<file path="src/hw/rtl/rfd_pkg.sv">
package rfd_pkg;

    typedef enum logic [2:0] {
        PH_WAIT,
        PH_HEADER,
        PH_LENGTH,
        PH_PAYLOAD,
        PH_CHECK,
        PH_END,
        PH_DISCARD
    } t_phase;

    typedef enum logic [1:0] {
        ST_OK       = 2'd0,
        ST_FRAMING  = 2'd1,
        ST_LENGTH   = 2'd2,
        ST_CHECKSUM = 2'd3
    } t_status;

    typedef enum logic [1:0] {
        REG_START_CODE  = 2'd0,
        REG_END_CODE    = 2'd1,
        REG_ACK_CODE    = 2'd2,
        REG_FORWARD_ADR = 2'd3
    } t_reg_index;

    localparam logic [7:0] START_CODE_RST  = 8'h02;
    localparam logic [7:0] END_CODE_RST    = 8'h03;
    localparam logic [7:0] ACK_CODE_RST    = 8'h06;
    localparam logic [7:0] FORWARD_ADR_RST = 8'h0F;

    typedef struct packed {
        logic [7:0] start_code;
        logic [7:0] end_code;
        logic [7:0] ack_code;
        logic [7:0] forward_address;
    } t_cfg;

    typedef struct packed {
        logic [7:0] src_address;
        logic [7:0] dest_address;
        logic [7:0] node_type;
    } t_hdr;

    typedef struct packed {
        logic [7:0] src_address;
        logic [7:0] dest_address;
        logic [7:0] node_type;
        logic [5:0] payload_length;
        logic [5:0] payload_index;
        logic [7:0] payload_byte;
        t_status    status;
        logic       ack_request;
        logic       forward_request;
        logic       last;
    } t_result;

endpackage

</file>
<file path="src/hw/rtl/rs485_frame_decoder_unit.sv">
// Channel   Direction  Handshake                   Payload
// rx byte   in         i_in_valid / o_in_ready     i_rx_byte
// result    out        o_out_valid / i_out_ready   o_src_address .. o_last
// config    in         i_cfg_wr_en (no wait)       i_cfg_addr, i_cfg_wdata
//
// A received byte is taken every cycle while no payload burst runs.
// A single result (bad frame or empty frame) is registered in the parser's pending slot
// and then in the output register; input is held off only while it waits on a full
// output register. A good frame with payload starts its burst on its end code, then
// streams one beat per cycle out of the payload RAM (registered read) unless the output
// stalls; input is held off from the end code until the last beat is taken.
// Reset (synchronous, active low) returns to waiting for a start code and
// restores the register defaults; the payload RAM is not cleared.
module rs485_frame_decoder_unit #(
    parameter int MAX_PAYLOAD = 34
) (
    input  logic       i_clk,
    input  logic       i_rst_n,
    input  logic       i_cfg_wr_en,
    input  logic [1:0] i_cfg_addr,
    input  logic [7:0] i_cfg_wdata,
    input  logic       i_in_valid,
    output logic       o_in_ready,
    input  logic [7:0] i_rx_byte,
    output logic       o_out_valid,
    input  logic       i_out_ready,
    output logic [7:0] o_src_address,
    output logic [7:0] o_dest_address,
    output logic [7:0] o_node_type,
    output logic [5:0] o_payload_length,
    output logic [5:0] o_payload_index,
    output logic [7:0] o_payload_byte,
    output logic [1:0] o_status,
    output logic       o_ack_request,
    output logic       o_forward_request,
    output logic       o_last
);
    import rfd_pkg::*;

    localparam int LW = $clog2(MAX_PAYLOAD + 1);
    localparam int AW = (MAX_PAYLOAD > 1) ? $clog2(MAX_PAYLOAD) : 1;

    t_cfg          r_cfg;
    logic          pend_valid;
    t_result       pend;
    logic          pend_take;
    logic          burst_start;
    logic          burst_busy;
    t_hdr          hdr;
    logic [LW-1:0] len;
    logic          wr_en;
    logic [AW-1:0] wr_addr;
    logic [7:0]    wr_data;
    logic          rd_en;
    logic [AW-1:0] rd_addr;
    logic [7:0]    rd_data;
    t_result       out;

    always_ff @(posedge i_clk) begin
        if (!i_rst_n) begin
            r_cfg.start_code      <= START_CODE_RST;
            r_cfg.end_code        <= END_CODE_RST;
            r_cfg.ack_code        <= ACK_CODE_RST;
            r_cfg.forward_address <= FORWARD_ADR_RST;
        end else if (i_cfg_wr_en) begin
            case (t_reg_index'(i_cfg_addr))
                REG_START_CODE:  r_cfg.start_code      <= i_cfg_wdata;
                REG_END_CODE:    r_cfg.end_code        <= i_cfg_wdata;
                REG_ACK_CODE:    r_cfg.ack_code        <= i_cfg_wdata;
                REG_FORWARD_ADR: r_cfg.forward_address <= i_cfg_wdata;
                default: ;
            endcase
        end
    end

    rfd_parser #(
        .MAX_PAYLOAD(MAX_PAYLOAD),
        .LW(LW),
        .AW(AW)
    ) u_parser (
        .i_clk        (i_clk),
        .i_rst_n      (i_rst_n),
        .i_cfg        (r_cfg),
        .i_in_valid   (i_in_valid),
        .o_in_ready   (o_in_ready),
        .i_rx_byte    (i_rx_byte),
        .i_burst_busy (burst_busy),
        .i_pend_take  (pend_take),
        .o_pend_valid (pend_valid),
        .o_pend       (pend),
        .o_burst_start(burst_start),
        .o_hdr        (hdr),
        .o_len        (len),
        .o_wr_en      (wr_en),
        .o_wr_addr    (wr_addr),
        .o_wr_data    (wr_data)
    );

    rfd_ram #(
        .WIDTH(8),
        .DEPTH(MAX_PAYLOAD)
    ) u_payload_ram (
        .i_clk    (i_clk),
        .i_wr_en  (wr_en),
        .i_wr_addr(wr_addr),
        .i_wr_data(wr_data),
        .i_rd_en  (rd_en),
        .i_rd_addr(rd_addr),
        .o_rd_data(rd_data)
    );

    rfd_emitter #(
        .MAX_PAYLOAD(MAX_PAYLOAD),
        .LW(LW),
        .AW(AW)
    ) u_emitter (
        .i_clk        (i_clk),
        .i_rst_n      (i_rst_n),
        .i_cfg        (r_cfg),
        .i_pend_valid (pend_valid),
        .i_pend       (pend),
        .o_pend_take  (pend_take),
        .i_burst_start(burst_start),
        .o_burst_busy (burst_busy),
        .i_hdr        (hdr),
        .i_len        (len),
        .o_rd_en      (rd_en),
        .o_rd_addr    (rd_addr),
        .i_rd_data    (rd_data),
        .o_out_valid  (o_out_valid),
        .i_out_ready  (i_out_ready),
        .o_out        (out)
    );

    assign o_src_address     = out.src_address;
    assign o_dest_address    = out.dest_address;
    assign o_node_type       = out.node_type;
    assign o_payload_length  = out.payload_length;
    assign o_payload_index   = out.payload_index;
    assign o_payload_byte    = out.payload_byte;
    assign o_status          = out.status;
    assign o_ack_request     = out.ack_request;
    assign o_forward_request = out.forward_request;
    assign o_last            = out.last;

endmodule

</file>
<file path="src/hw/rtl/rfd_ram.sv">
module rfd_ram #(
    parameter int WIDTH = 8,
    parameter int DEPTH = 34
) (
    input  logic                                 i_clk,
    input  logic                                 i_wr_en,
    input  logic [(DEPTH > 1 ? $clog2(DEPTH) : 1)-1:0] i_wr_addr,
    input  logic [WIDTH-1:0]                     i_wr_data,
    input  logic                                 i_rd_en,
    input  logic [(DEPTH > 1 ? $clog2(DEPTH) : 1)-1:0] i_rd_addr,
    output logic [WIDTH-1:0]                     o_rd_data
);
    logic [WIDTH-1:0] r_mem [DEPTH];
    logic [WIDTH-1:0] r_rd_data;

    always_ff @(posedge i_clk) begin
        if (i_wr_en) begin
            r_mem[i_wr_addr] <= i_wr_data;
        end
        // hold the last read word while no read is issued
        if (i_rd_en) begin
            r_rd_data <= r_mem[i_rd_addr];
        end
    end

    assign o_rd_data = r_rd_data;

endmodule

</file>
<file path="src/hw/rtl/rfd_parser.sv">
module rfd_parser #(
    parameter int MAX_PAYLOAD = 34,
    parameter int LW = $clog2(MAX_PAYLOAD + 1),
    parameter int AW = (MAX_PAYLOAD > 1) ? $clog2(MAX_PAYLOAD) : 1
) (
    input  logic             i_clk,
    input  logic             i_rst_n,
    input  rfd_pkg::t_cfg    i_cfg,
    input  logic             i_in_valid,
    output logic             o_in_ready,
    input  logic [7:0]       i_rx_byte,
    input  logic             i_burst_busy,
    input  logic             i_pend_take,
    output logic             o_pend_valid,
    output rfd_pkg::t_result o_pend,
    output logic             o_burst_start,
    output rfd_pkg::t_hdr    o_hdr,
    output logic [LW-1:0]    o_len,
    output logic             o_wr_en,
    output logic [AW-1:0]    o_wr_addr,
    output logic [7:0]       o_wr_data
);
    import rfd_pkg::*;

    t_phase          r_phase, n_phase;
    logic [1:0]      r_hdr_cnt, n_hdr_cnt;
    logic [LW-1:0]   r_pos, n_pos;
    logic [LW-1:0]   r_len, n_len;
    t_hdr            r_hdr, n_hdr;
    logic [7:0]      r_xor, n_xor;
    logic            r_ck_ok, n_ck_ok;
    logic            r_pend_valid, n_pend_valid;
    t_result         r_pend, n_pend;
    logic            accept;
    logic [7:0]      b;
    logic [LW-1:0]   pos_inc;

    // a waiting result that moves to the output register this cycle frees the slot
    assign o_in_ready = (!r_pend_valid || i_pend_take) && !i_burst_busy;
    assign accept     = i_in_valid && o_in_ready;
    assign b          = i_rx_byte;
    assign pos_inc    = r_pos + 1'b1;

    always_comb begin
        n_phase       = r_phase;
        n_hdr_cnt     = r_hdr_cnt;
        n_pos         = r_pos;
        n_len         = r_len;
        n_hdr         = r_hdr;
        n_xor         = r_xor;
        n_ck_ok       = r_ck_ok;
        n_pend_valid  = r_pend_valid && !i_pend_take;
        n_pend        = r_pend;
        o_burst_start = 1'b0;
        o_wr_en       = 1'b0;
        if (accept) begin
            n_pend        = '0;
            n_pend.last   = 1'b1;
            case (r_phase)
                PH_WAIT: begin
                    if (b == i_cfg.start_code) begin
                        n_phase   = PH_HEADER;
                        n_hdr_cnt = '0;
                        n_xor     = '0;
                        n_ck_ok   = 1'b0;
                    end else begin
                        n_phase       = (b == i_cfg.end_code) ? PH_WAIT : PH_DISCARD;
                        n_pend_valid  = 1'b1;
                        n_pend.status = ST_FRAMING;
                    end
                end
                PH_HEADER: begin
                    n_hdr_cnt = r_hdr_cnt + 2'd1;
                    case (r_hdr_cnt)
                        2'd0:    n_hdr.src_address  = b;
                        2'd1:    n_hdr.dest_address = b;
                        default: begin
                            n_hdr.node_type = b;
                            n_phase         = PH_LENGTH;
                        end
                    endcase
                end
                PH_LENGTH: begin
                    if (b > 8'(MAX_PAYLOAD)) begin
                        n_phase            = PH_DISCARD;
                        n_pend_valid       = 1'b1;
                        n_pend.status      = ST_LENGTH;
                        n_pend.src_address = r_hdr.src_address;
                        n_pend.node_type   = r_hdr.node_type;
                    end else begin
                        n_len   = b[LW-1:0];
                        n_pos   = '0;
                        n_phase = (b == 8'd0) ? PH_CHECK : PH_PAYLOAD;
                    end
                end
                PH_PAYLOAD: begin
                    o_wr_en = 1'b1;
                    n_xor   = r_xor ^ b;
                    n_pos   = pos_inc;
                    if (pos_inc == r_len) begin
                        n_phase = PH_CHECK;
                    end
                end
                PH_CHECK: begin
                    n_ck_ok = (b == r_xor);
                    n_phase = PH_END;
                end
                PH_END: begin
                    n_phase            = PH_WAIT;
                    n_pend.src_address = r_hdr.src_address;
                    n_pend.node_type   = r_hdr.node_type;
                    if (b != i_cfg.end_code) begin
                        n_pend_valid  = 1'b1;
                        n_pend.status = ST_FRAMING;
                    end else if (!r_ck_ok) begin
                        n_pend_valid  = 1'b1;
                        n_pend.status = ST_CHECKSUM;
                    end else if (r_len == '0) begin
                        n_pend_valid           = 1'b1;
                        n_pend.status          = ST_OK;
                        n_pend.dest_address    = r_hdr.dest_address;
                        n_pend.forward_request = (r_hdr.dest_address == i_cfg.forward_address);
                    end else begin
                        // payload is in the store: hand over to the emitter
                        o_burst_start = 1'b1;
                    end
                end
                PH_DISCARD: begin
                    if (b == i_cfg.end_code) begin
                        n_phase = PH_WAIT;
                    end
                end
                default: n_phase = PH_WAIT;
            endcase
        end
    end

    always_ff @(posedge i_clk) begin
        if (!i_rst_n) begin
            r_phase      <= PH_WAIT;
            r_hdr_cnt    <= '0;
            r_pos        <= '0;
            r_len        <= '0;
            r_hdr        <= '0;
            r_xor        <= '0;
            r_ck_ok      <= 1'b0;
            r_pend_valid <= 1'b0;
        end else begin
            r_phase      <= n_phase;
            r_hdr_cnt    <= n_hdr_cnt;
            r_pos        <= n_pos;
            r_len        <= n_len;
            r_hdr        <= n_hdr;
            r_xor        <= n_xor;
            r_ck_ok      <= n_ck_ok;
            r_pend_valid <= n_pend_valid;
        end
        r_pend <= n_pend;
    end

    assign o_pend_valid = r_pend_valid;
    assign o_pend       = r_pend;
    assign o_hdr        = r_hdr;
    assign o_len        = r_len;
    assign o_wr_addr    = r_pos[AW-1:0];
    assign o_wr_data    = b;

endmodule

</file>
<file path="src/hw/rtl/rfd_emitter.sv">
module rfd_emitter #(
    parameter int MAX_PAYLOAD = 34,
    parameter int LW = $clog2(MAX_PAYLOAD + 1),
    parameter int AW = (MAX_PAYLOAD > 1) ? $clog2(MAX_PAYLOAD) : 1
) (
    input  logic             i_clk,
    input  logic             i_rst_n,
    input  rfd_pkg::t_cfg    i_cfg,
    input  logic             i_pend_valid,
    input  rfd_pkg::t_result i_pend,
    output logic             o_pend_take,
    input  logic             i_burst_start,
    output logic             o_burst_busy,
    input  rfd_pkg::t_hdr    i_hdr,
    input  logic [LW-1:0]    i_len,
    output logic             o_rd_en,
    output logic [AW-1:0]    o_rd_addr,
    input  logic [7:0]       i_rd_data,
    output logic             o_out_valid,
    input  logic             i_out_ready,
    output rfd_pkg::t_result o_out
);
    import rfd_pkg::*;

    logic          r_busy;
    logic [LW-1:0] r_issue;
    logic [LW-1:0] r_take;
    logic          r_rd_pend;
    logic          r_ack;
    logic          r_out_valid;
    t_result       r_out;
    logic          out_free;
    logic          burst_take;
    logic          burst_last;
    logic          ack_now;
    logic [LW-1:0] take_inc;
    t_result       burst_res;

    assign out_free    = !r_out_valid || i_out_ready;
    assign o_pend_take = i_pend_valid && out_free;
    assign burst_take  = r_rd_pend && out_free;
    assign take_inc    = r_take + 1'b1;
    assign burst_last  = (take_inc == i_len);
    assign o_rd_en     = r_busy && (r_issue != i_len) && (!r_rd_pend || burst_take);
    assign o_rd_addr   = r_issue[AW-1:0];
    assign ack_now     = (r_take == '0) ? (i_rd_data == i_cfg.ack_code) : r_ack;

    always_comb begin
        burst_res                 = '0;
        burst_res.src_address     = i_hdr.src_address;
        burst_res.dest_address    = i_hdr.dest_address;
        burst_res.node_type       = i_hdr.node_type;
        burst_res.payload_length  = 6'(i_len);
        burst_res.payload_index   = 6'(r_take);
        burst_res.payload_byte    = i_rd_data;
        burst_res.status          = ST_OK;
        burst_res.ack_request     = ack_now;
        burst_res.forward_request = (i_hdr.dest_address == i_cfg.forward_address);
        burst_res.last            = burst_last;
    end

    always_ff @(posedge i_clk) begin
        if (!i_rst_n) begin
            r_busy      <= 1'b0;
            r_issue     <= '0;
            r_take      <= '0;
            r_rd_pend   <= 1'b0;
            r_out_valid <= 1'b0;
        end else begin
            if (i_burst_start) begin
                r_busy  <= 1'b1;
                r_issue <= '0;
                r_take  <= '0;
            end else begin
                if (o_rd_en) begin
                    r_issue <= r_issue + 1'b1;
                end
                if (burst_take) begin
                    r_take <= take_inc;
                    if (burst_last) begin
                        r_busy <= 1'b0;
                    end
                end
            end
            if (o_rd_en) begin
                r_rd_pend <= 1'b1;
            end else if (burst_take) begin
                r_rd_pend <= 1'b0;
            end
            if (o_pend_take || burst_take) begin
                r_out_valid <= 1'b1;
            end else if (i_out_ready) begin
                r_out_valid <= 1'b0;
            end
        end
        if (burst_take) begin
            r_ack <= ack_now;
        end
        if (o_pend_take) begin
            r_out <= i_pend;
        end else if (burst_take) begin
            r_out <= burst_res;
        end
    end

    assign o_burst_busy = r_busy;
    assign o_out_valid  = r_out_valid;
    assign o_out        = r_out;

`ifndef SYNTHESIS
    a_no_pend_in_burst: assert property (@(posedge i_clk) disable iff (!i_rst_n)
        !(r_busy && i_pend_valid))
        else $error("single result pending during payload burst");

    a_read_only_in_burst: assert property (@(posedge i_clk) disable iff (!i_rst_n)
        r_rd_pend |-> r_busy)
        else $error("store read outstanding outside a burst");

    a_take_behind_issue: assert property (@(posedge i_clk) disable iff (!i_rst_n)
        r_busy |-> (r_take <= r_issue))
        else $error("burst emitted a beat that was never read");

    a_last_ends_burst: assert property (@(posedge i_clk) disable iff (!i_rst_n)
        (burst_take && burst_last && !i_burst_start) |=> !r_busy)
        else $error("burst still busy after its last beat");
`endif

endmodule
</file>
<file path="config.mk">
export PLATFORM = sky130hd
export DESIGN_NAME = rs485_frame_decoder_unit
export DESIGN_NICKNAME = d
export VERILOG_FILES = /design/src/hw/rtl/rfd_pkg.sv /design/src/hw/rtl/rs485_frame_decoder_unit.sv /design/src/hw/rtl/rfd_ram.sv /design/src/hw/rtl/rfd_parser.sv /design/src/hw/rtl/rfd_emitter.sv
export SDC_FILE = /design/constraint.sdc
export NUM_CORES = 1
export LEC_CHECK = 0
export BUFFER_PORTS_ARGS = -buffer_cell sky130_fd_sc_hd__buf_2
export CAP_MARGIN = 20
export CELL_PAD_IN_SITES_DETAIL_PLACEMENT = 0
export CELL_PAD_IN_SITES_GLOBAL_PLACEMENT = 1
export CORE_MARGIN = 10
export CORE_UTILIZATION = 39
export DETAILED_ROUTE_END_ITERATION = 8
export GPL_TIMING_DRIVEN = 1
export PLACE_DENSITY = 0.6
export SKIP_LAST_GASP = 1
export SYNTH_ARGS = -nofsm -noshare
export SYNTH_HDL_FRONTEND = slang
export SYNTH_SLANG_ARGS = --single-unit
</file>
<file path="constraint.sdc">
create_clock -name i_clk -period 8.7 [get_ports i_clk]
set_input_delay 1.305 -clock i_clk [delete_from_list [all_inputs] [get_ports i_clk]]
set_output_delay 1.305 -clock i_clk [all_outputs]
set_load 0.02 [all_outputs]
</file>
==> impl_results.md <==
- Post-Route Utilization: 0.447
- R2R setup slack: 5.02 ns
- Switching share of power: 0.225
- Via count: 10,711
- Register Area: 12,700 um2
- Max clock buf depth: 3
- Drt first pass iters: 5
- Setup crit end: u_payload_ram.o_rd_data[6]
- CP Launch Type: flip-flop
- Fin Setup TNS: 0 ns
- Global placer's final weighted congestion: 0.785
- Clock transition at path regs: 0.06 ns
- Power share of the clock group: 0.436
- Initial core utilization: 0.393
- Clk Latency, worst-skew pair: 0.60 ns
- Vias per cell: 5.31
- Layout cells sized above 1: 0.183
- Die Span X: 239 um
- Post-synth top cells: edfxtp_1, nand2_1, nor2_1
- Logic pwr share: 0.058
- Die area: 57,100 um2
- First-pass GRT wire length: 70.1 mm
- CTS Sinks: 455
- Req. time, crit path: 9.00 ns
- HP Class: flip-flop to flip-flop
- Seq/Total Area, Yosys: 0.678
- CTS root buf: clkbuf_16
- Kind of critical path: flip-flop to flip-flop
- Reg power frac: 0.506
- Tmin final: 3.68 ns
- Worst-path maximum fanout: 42
- VDD IR-drop max: 0.124 mV
- CTS tree: done
- Static Leak: 7.03 nW
- Fmax: 272 MHz
- Max Transition Viols Final: 0
- Port bufs: 73
- Main synth FF type: edfxtp_1
- Int Pwr: 3.71 mW
- Reg2reg start: u_emitter.o_rd_addr[0]
- Synthesized flop and latch total: 455
- Fin Hold WS: 0.470 ns
- Sw power: 1.08 mW
- Hold_buf cts: 0
- Initial DRC Count: 923
- Final Hold Violating Endpoints: 0
- Most frequent cell after synthesis: edfxtp_1
- Vias in the first global route: 10,833
- Final setup viols: 0
- Total setup buffers inserted after CTS: 0
- Max-cap violations: 0
- Total GRT Usage: 0.162
- Total power: 4.79 mW
- Yosys warnings: 0
- Largest net degree at the start of global routing: 63
- # DRC: 0
- Crit path launch: u_emitter.o_rd_addr[0]
- Post-synth top area share: 0.573
- Detail Route Antenna Nets: 0
- Rows: 80
- Layout fillers: 4,196
- Initial antenna violation count: 1
- Post-synthesis instance total: 1,295
- CP endpoint kind: flip-flop
- Syn Std Cell Area: 18,700 um2
- Num ports: 74
- Multi-input gate area: 5570 um2
- Power Dens Cells: 225 nW/um2
- Core area: 47,500 um2
- Die H: 239 um
- Final WL: 45.9 mm
- Synth async-reset ratio: 0
- Diodes inserted: 0
- HPWL after DPL: 28.8 mm
- Worst Clk Skew: 0.0268 ns
- Post-cts sizing count: 0
- Grt ovf: 0
- Post-synth net total: 1,324
- Slew HR: 0.327
- Met3 routed WL: 2.74 mm
- WL per Instance: 22.8 um
- CTS buffer count: 49
- CP arrival: 3.98 ns
- Mapped Avg Cell Area: 14.4 um2
- Layout Nets: 1,393
- Synth area leader: edfxtp_1
- H-tree levels: 2
- WL met2: 21.7 mm
- Wl on met1: 20.7 mm
- Area contributors post-synth: edfxtp_1, dfxtp_1, mux4_2, nand2_1, xnor2_1
- Final worst-path cycle share: 0.423
- Hold Path Origin: r_cfg[12]
- Worst-case reg-to-reg path depth: 5
- RSZ-0062 raised after global routing: no
- Uppermost layer routed: met5
- Number of synthesized flops with an enable pin: 357
- Run status: finished clean
- Synth cell types: 55
- Tightest Pin Transition: 1.01 ns
- Worst flop-to-flop path endpoint: u_payload_ram.o_rd_data[6]
- Area growth syn-to-layout: 13.6%
==> power by group through the flow <==
stage	combinational (mW)	clock [mW]	sequential, mW
final	0.276	2.09	2.42
after global routing	0.305	2.22	2.43
after CTS	0.281	2.13	2.42
after detailed placement	0.281	0	2.47
after global placement	0.277	0	2.47
after floorplan	0.141	0	2.49
==> cell usage in the layout (no fill, tap or decap), types with 36 or more instances in the layout <==
cell type and count:
buf_2 74, nor2_1 113, nand3_1 36, xnor2_1 51
clkbuf_16 49, mux4_2 77, dfxtp_1 95, a21oi_1 54
edfxtp_1 357, nand2_1 167
==> critical path, stage by stage, from the launching register on <==
cell and delay [ns]:
dfxtp_4 0.79, buf_4 0.77, mux4_2 0.64, mux4_2 0.55, a22oi_1 0.41, nand2_1 0.15
==> cell type report <==
type / count / share of cell area
inverter: 21 / 0.00371
tap: 615 / 0.0362
clock inverter: 25 / 0.0136
sequential: 455 / 0.597
clock buffer: 63 / 0.0611
multi-input combinational: 743 / 0.262
timing repair buffer: 94 / 0.0257
==> per-layer routing <==
metal,vias to the layer above,GRT usage
li1,4931,-
met1,5404,0.218
met2,311,0.262
met3,63,0.0382
met4,2,0.0367
met5,-,0
==> metrics by stage <==
step                      instance area [um2]  setup slack (ns)  cells
after floorplan                         18700              5.06   1295
after global placement                  19600              4.59   1925
after detailed placement                19600              4.62   1927
after CTS                               21200              4.98   2015
after global routing                    21200              4.73   2016
final                                   21200              5.02   2016
==> sequential cells by signal, summed over array words and instances, names as in the netlist <==
signal                   cells
u_payload_ram.r_mem        272
u_payload_ram.o_rd_data      8
u_emitter.r_rd_pend          1
r_cfg                       32
u_parser.r_phase             3
u_emitter.o_out             49
u_parser.o_wr_addr           6
u_parser.r_ck_ok             1
u_parser.o_pend_valid        1
u_emitter.o_burst_busy       1
u_parser.o_hdr              24
u_emitter.o_out_valid        1
u_emitter.r_ack              1
u_emitter.r_take             6
u_parser.o_len               6
u_parser.o_pend             27
u_parser.r_hdr_cnt           2
u_parser.r_xor               8
u_emitter.o_rd_addr          6
==> cells by family after synthesis <==
group           synth area share
fa+ha+maj                0.00401
compound gates            0.0388
buf+inv                   0.0238
simple gates               0.109
flops                      0.678
mux                        0.114
xor+xnor                  0.0323
==> worst min path at each step <==
stage,endpoint,slack [ns],cells after the start
finish,r_cfg[12],0.47,2
global route,r_cfg[8],0.49,2
CTS,r_cfg[15],0.47,2
detailed placement,r_cfg[15],0.46,2
global placement,r_cfg[15],0.46,2
floorplan,u_parser.o_hdr[16],0.44,2
No activity file was read; power rests on OpenSTA's default activity.
